`src/sv/adbq_ram.sv`:
```
`timescale 1ns / 1ps
// ----------------------------------------------------------------------------
// adbq_ram: generic simple dual-port RAM
// One write port, one read port, read data registered.
// ----------------------------------------------------------------------------
module adbq_ram #(
	parameter int WIDTH = 8,
	parameter int DEPTH = 16
) (
	input  logic                                         clk,
	input  logic                                         we,
	input  logic [((DEPTH > 1) ? $clog2(DEPTH) : 1)-1:0] waddr,
	input  logic [WIDTH-1:0]                             wdata,
	input  logic [((DEPTH > 1) ? $clog2(DEPTH) : 1)-1:0] raddr,
	output logic [WIDTH-1:0]                             rdata
);

	logic [WIDTH-1:0] mem_q [DEPTH];
	logic [WIDTH-1:0] rdata_q;

	// write, then registered read
	always_ff @(posedge clk) begin
		if (we) begin
			mem_q[waddr] <= wdata;
		end
		rdata_q <= mem_q[raddr];
	end

	assign rdata = rdata_q;

endmodule
```
`config.mk`:
```
export PLATFORM = sky130hd
export DESIGN_NAME = adbq_ram
export DESIGN_NICKNAME = d
export VERILOG_FILES = /design/src/sv/adbq_ram.sv
export SDC_FILE = /design/constraint.sdc
export NUM_CORES = 1
export LEC_CHECK = 0
export CAP_MARGIN = 10
export CORE_UTILIZATION = 36
export CTS_CLUSTER_DIAMETER = 150
export CTS_CLUSTER_SIZE = 24
export DETAILED_ROUTE_END_ITERATION = 16
export DONT_BUFFER_PORTS = 1
export PLACE_DENSITY_LB_ADDON = 0.2
export SYNTH_ARGS = -nofsm -noshare
export SYNTH_HDL_FRONTEND = slang
export SYNTH_SLANG_ARGS = --single-unit
```
`constraint.sdc`:
```
create_clock -name clk -period 5.5 [get_ports clk]
set_clock_uncertainty 0.15 [all_clocks]
set_input_delay 0.825 -clock clk [delete_from_list [all_inputs] [get_ports clk]]
set_output_delay 0.825 -clock clk [all_outputs]
set_load 0.02 [all_outputs]
```
; ---- After elaboration in Yosys (flattened, before gate mapping)
; Memories as Yosys holds them, arrays and structs flattened. A register that Yosys moved wholly into a read port is not among the register bits.
; Index checks and enable logic that the tools add are counted.
[totals]
regBits = 0
mem_count = 1
in_bits = 18
ram_bits = 128
[mem_list]
columns = memory, words, word_bits, read_ports, rd_ports_with_merged_regs, write_ports, line
row1 = mem_q, 16, 8, 1, 1, 1, 18  ; logic [WIDTH-1:0] mem_q [DEPTH];
[classes]
mux = 2
[ops]
columns = cell, count
row1 = $mux W1, 2

; ---- Depth between registers and ports, before layout
; Gate-level depths: netlist of the first run.
[depth]
ltp_word = 2
depth_mapped = 5
mapped_depth_nobuf = 3

; ---- Least setup slack after synthesis of the first run
; No wires, ideal clock.
[synth_path]
kind = input to register
start = input waddr[2] in the netlist's numbering
end = memory mem_q[0][0], enable pin
arrival_ns = 1.935
cell_stages = 2
setup_time_ns = 0.383
slack_ns = 3.032
path_cell_list = or3b_2 -> nor3_1
[synth_rtl]
columns = element, line
row1 = start: declaration, 12  ; input logic [((DEPTH > 1) ? $clog2(DEPTH) : 1)-1:0] waddr,
row2 = end: declaration, 18
; Straight into the memory's write port.

; ---- Worst setup path after layout of the first run
[layout_path]
start = input waddr[2] in the netlist's numbering
end = memory mem_q[0][6], enable pin
; Straight into the memory's write port.

==> metrics.txt, run 1 <==
root buffer cell sky130_fd_sc_hd__clkbuf_16; number of inserted filler cells in the final layout 1217; I/O pin total 26; die extent in y 122 um; simple-gate area share of the yosys netlist 3.18%; kind of end point of the critical path flip-flop; Core Region 13900 sq um; type of the worst min-delay path in2reg; leading cell types by total area after synthesis sky130_fd_sc_hd__edfxtp_1, sky130_fd_sc_hd__mux4_2, sky130_fd_sc_hd__mux4_1; clock period minus final worst setup slack 2.17 ns; maximum buffer depth of the clock tree 2; final RePlAce weighted congestion 0.731; worst slack at placement 2.66 ns; number of detailed-route iterations in the first pass 4; vias 2259; Slew Viols, Final 0; fraction of layout instances using a drive strength above 1 20.4%; post-CTS setup buffer count 0; combined global-route utilization of all metal layers 15.2%; clock-pin slew on the worst setup and hold paths 0.06 ns; xor/xnor cell area share of the yosys netlist 0%; floorplan die area 14800 sq um; depth of the CTS H-tree 4; synthesis-stage register bit count 136; Syn Inst Count 229; Worst Path Max Fanout 5; fin nets 260; initial antenna violation count 0; total global routing overflow 0; post-synthesis share of cell area spent on full adders, half adders and majority gates 0%; clock latency reported for the late side of the worst-skew pair 0.42 ns; Synth-to-Final Area Change 14.1%; most used cells in the layout excluding fill and tap cells sky130_fd_sc_hd__edfxtp_1, sky130_fd_sc_hd__mux4_2, sky130_fd_sc_hd__clkbuf_16; wire length of the first global-routing pass 14900 um; number of maximum-capacitance violations 0; highest metal layer used by the detailed router met4; timing-limited maximum frequency 461 MHz; Leak Pwr 1.88 nW; pwr dens 392 nW/um^2; Antenna Violating Nets Remaining 0; endpoint arrival time on the critical path 2.14 ns; fraction of synthesized cell area taken by the top area cell type 74.7%; row cnt 43; post-route setup TNS 0 ns; maximum number of pins on one net before global-route repair 33; wire length the detailed router placed on met1 4790 um; startpoint kind of the worst setup timing path input pin; HPWL reported at the end of detailed placement 6160 um; CTS buffer count 17; met3 WL post-DR 611 um; IR Drop Worst-Case VDD 0.000331 V; post-synthesis area per instance 22.5 sq um; total clock sinks 136; hold_ws 0.351 ns; overall routed net length 10200 um; horizontal die dimension 122 um; largest family of logic cells by synthesized area multiplexers; final-report setup violation count 0; most common cell after layout, fill and taps aside sky130_fd_sc_hd__edfxtp_1; count of instances resized after the clock tree is built 0; nets in the synthesized netlist 247; share of synthesized area spent on multiplexers 15.0%; number of global-route vias before repair 2310; required time of the critical path 5.47 ns; outcome complete, no violations; class of the most critical setup path in2reg; setup repair after global routing missed its margin no; cell type with the highest aggregate area in the netlist sky130_fd_sc_hd__edfxtp_1; number of remaining DRC errors 0; initial detailed-routing violation count 146; final worst setup slack 3.33 ns; sequential-to-total area share from yosys stat 77.8%; vias per cell 5.19; number of inserted diodes 0; share of the synthesized area in compound gates (AO/OA/AOI/OAI) 2.33%; starting density of the core 36.9%; tightest slew margin relative to the limit 38.7%; number of buffers added on ports 0; TritonCTS clock tree built; count of cell types in the netlist 19; number of synthesis warnings 0; final hold violation count 0; amount of wire on met2 after detailed routing 4580 um; post-synthesis instance area 5150 sq um; Hold-fix buffers, CTS 0; average routed wire per standard cell 23.4 um; part of the cycle the worst path needs 39.4%; transition at the pin with the smallest max-transition slack 0.915 ns
==> worst paths after layout <==
path | slack [ns] | depth (start not counted) | startpoint | endpoint
worst min-delay path | 0.35 | 0 | wdata[5] | mem_q[7][5]$_DFFE_PP_
worst min register to register | 0.54 | 3 | mem_q[12][5]$_DFFE_PP_ | rdata[5]$_DFF_P_
worst max-delay path | 3.33 | 3 | waddr[2] | mem_q[0][6]$_DFFE_PP_
worst max register to register | 3.89 | 3 | mem_q[1][2]$_DFFE_PP_ | rdata[2]$_DFF_P_
==> synthesized netlist by cell type <==
cell and count:
sky130_fd_sc_hd__nand2_1 9, sky130_fd_sc_hd__and2_1 1, sky130_fd_sc_hd__edfxtp_1 128, sky130_fd_sc_hd__nor2_1 13
sky130_fd_sc_hd__nand3_1 1, sky130_fd_sc_hd__and2b_1 1, sky130_fd_sc_hd__nand3b_1 2, sky130_fd_sc_hd__buf_4 1
sky130_fd_sc_hd__dfxtp_1 8, sky130_fd_sc_hd__clkdlybuf4s25_2 3, sky130_fd_sc_hd__mux4_1 14, sky130_fd_sc_hd__or3b_2 1
sky130_fd_sc_hd__buf_2 3, sky130_fd_sc_hd__nand2b_1 2, sky130_fd_sc_hd__nor3_1 4, sky130_fd_sc_hd__buf_6 3
sky130_fd_sc_hd__mux4_2 18, sky130_fd_sc_hd__a22oi_1 16, sky130_fd_sc_hd__nor2b_1 1
==> worst max-delay path: stages <==
cell                       delay (ns)
sky130_fd_sc_hd__or3b_2          0.50
sky130_fd_sc_hd__nor3_1          0.52
sky130_fd_sc_hd__clkbuf_2        0.29
==> cells by family (layout without fill, tap and decap cells) <==
group | count (synthesis) | count (layout)
flip-flops | 136 | 136
multiplexers | 32 | 32
AO/OA/AOI/OAI | 16 | 16
buffers and inverters | 10 | 36
AND/OR/NAND/NOR | 35 | 35
==> registers in the layout (all words and copies together), names as in the netlist <==
register and flops:
mem_q 128, rdata 8
==> per-layer routing <==
metal / vias up / global-route usage, %
li1: 998 / -
met1: 1177 / 21.2
met2: 70 / 21.4
met3: 14 / 5.48
met4: 0 / 6.87
met5: - / 0
==> report_power, final <==
part           internal [mW]  leakage [nW]  switching [mW]
combinational         0.0332         0.390          0.0301
clock                  0.657         0.267           0.409
sequential              1.16          1.22          0.0152
total                   1.85          1.88           0.454
==> final cells by class <==
class	count	area (sq um)	share of cell area, %
Sequential cell	136	4000	68.2
Multi-Input combinational cell	83	1060	18.0
Clock buffer	17	425	7.24
Tap cell	180	225	3.83
Clock inverter	15	135	2.30
Timing Repair Buffer	4	27.5	0.469
==> through the flow <==
step	instances	util [%]	cell area [sq um]	power, mW
final	435	42.2	5870	2.30
after global routing	435	42.2	5870	2.37
after CTS	434	42.1	5870	2.32
after detailed placement	402	38.1	5310	1.26
after global placement	402	38.1	5310	1.26
after floorplan	229	-	5150	1.25
Power figures use the tool's default switching activity.
==> inputs of run 2 (changes only) <==
- clock period: 5.5 -> 2.1 ns (I/O delays scaled with it)
==> metrics.txt, run 2 (synthesis results as in run 1) <==
outcome complete, no violations; I/O pin total 26; endpoint arrival time on the critical path 1.73 ns; worst slack at placement 0.473 ns; horizontal die dimension 122 um; type of the worst min-delay path in2reg; class of the most critical setup path reg2reg; total clock sinks 136; final-report setup violation count 0; clock-pin slew on the worst setup and hold paths 0.06 ns; reg-to-reg critical path endpoint rdata[1]$_DFF_P_; post-route cell area 6150 sq um; hold path startpoint raddr[1]; Hold Crit Depth 3; reg2reg path depth 3; maximum number of pins on one net before global-route repair 33; pwr dens 1060 nW/um^2; combined global-route utilization of all metal layers 15.5%; number of flip-flops in the largest register 128; Antenna Violating Nets Remaining 0; Most flops, register mem_q; TritonCTS clock tree built; floorplan die area 14800 sq um; depth of the CTS H-tree 4; endpoint with the worst hold slack rdata[0]$_DFF_P_; number of global-route vias before repair 2463; root buffer cell sky130_fd_sc_hd__clkbuf_16; startpoint kind of the worst setup timing path flip-flop; kind of end point of the critical path flip-flop; amount of wire on met2 after detailed routing 4730 um; Worst Path Max Fanout 1; final hold violation count 0; number of remaining DRC errors 0; most used cells in the layout excluding fill and tap cells sky130_fd_sc_hd__edfxtp_1, sky130_fd_sc_hd__mux4_2, sky130_fd_sc_hd__clkbuf_16, sky130_fd_sc_hd__buf_4, sky130_fd_sc_hd__a22oi_1; clock latency reported for the late side of the worst-skew pair 0.42 ns; highest metal layer used by the detailed router met4; Slew Viols, Final 0; met3 WL post-DR 451 um; initial antenna violation count 0; row cnt 43; tightest slew margin relative to the limit 55.1%; timing-limited maximum frequency 623 MHz; wire length of the first global-routing pass 15200 um; IR Drop Worst-Case VDD 0.000630 V; starting density of the core 36.9%; post-CTS setup buffer count 0; fin nets 281; average routed wire per standard cell 22.3 um; fraction of layout instances using a drive strength above 1 24.6%; post-route setup TNS 0 ns; final worst setup slack 0.494 ns; number of inserted filler cells in the final layout 1173; number of maximum-capacitance violations 0; sequential cell area 4000 sq um; footprint of the multi-input gates 1060 sq um; vias per cell 5.09; maximum buffer depth of the clock tree 2; placed inst area 5410 sq um; initial detailed-routing violation count 165; die extent in y 122 um; overall routed net length 10100 um; HPWL reported at the end of detailed placement 6370 um; vias 2321; number of inserted diodes 0; Power Total 6.53 mW; total global routing overflow 0; Core Region 13900 sq um; number of detailed-route iterations in the first pass 4; wire length the detailed router placed on met1 4780 um; Core Util, Final 44.1%; most common cell after layout, fill and taps aside sky130_fd_sc_hd__edfxtp_1; origin of the critical flop-to-flop path mem_q[1][1]$_DFFE_PP_; slack of the worst reg-to-reg path 0.49 ns; part of the cycle the worst path needs 76.5%; final RePlAce weighted congestion 0.695; clock period minus final worst setup slack 1.61 ns; CTS buffer count 17; setup repair after global routing missed its margin no; transition at the pin with the smallest max-transition slack 0.672 ns; required time of the critical path 2.23 ns; Synth-to-Final Area Change 19.4%; Leak Pwr 2.03 nW; number of buffers added on ports 0
[run 2: how the worst max path moves through the flow]
| stage | from | endpoint | slack [ns] | cells past startpoint |
|---|---|---|---|---|
| finish | mem_q[1][1]$_DFFE_PP_ | rdata[1]$_DFF_P_ | 0.49 | 3 |
| global route | mem_q[1][1]$_DFFE_PP_ | rdata[1]$_DFF_P_ | 0.41 | 3 |
| CTS | mem_q[0][2]$_DFFE_PP_ | rdata[2]$_DFF_P_ | 0.47 | 3 |
| detailed placement | waddr[2] | mem_q[0][6]$_DFFE_PP_ | 0.47 | 3 |
| global placement | raddr[0] | rdata[1]$_DFF_P_ | 0.47 | 3 |
| floorplan | waddr[2] | mem_q[0][0]$_DFFE_PP_ | 0.14 | 2 |
[run 2: where the power goes]
part           switching, mW  leakage [nW]  internal [mW]
clock                   1.08         0.311           2.16
combinational          0.113         0.495          0.102
sequential            0.0440          1.22           3.04
[run 2: area by class of cell]
type                       count  area share (%)
multi-input combinational     83            17.2
clock inverter                13            3.26
sequential                   136            65.1
clock buffer                  19            7.37
timing repair buffer          25            3.38
tap                          180            3.66
[run 2: per-stage QoR]
stage          hold WS, ns  cells
4_1_cts             0.0405    456
5_1_grt             0.0651    456
3_5_place_dp         0.265    416
3_3_place_gp         0.264    416
2_1_floorplan        0.264    229
6_report            0.0544    456
[run 2: what timing repair did]
action                                  in CTS  in global routing
endpoints found under the setup margin       0                  0
hold buffers                                 8                  0
resized for setup                            0                  0
endpoints found under the hold margin      128                  0
[run 2: metal layers]
layer | GRT usage (%) | vias to the layer above
met5 | 0 | -
met2 | 22.7 | 63
met3 | 5.38 | 13
met4 | 6.94 | 0
li1 | - | 1041
met1 | 20.8 | 1204
[run 2: critical path, stage by stage (launching register included)]
cell and delay (ns):
sky130_fd_sc_hd__edfxtp_1 0.35, sky130_fd_sc_hd__mux4_1 0.52, sky130_fd_sc_hd__a22oi_1 0.31, sky130_fd_sc_hd__nand2_1 0.14
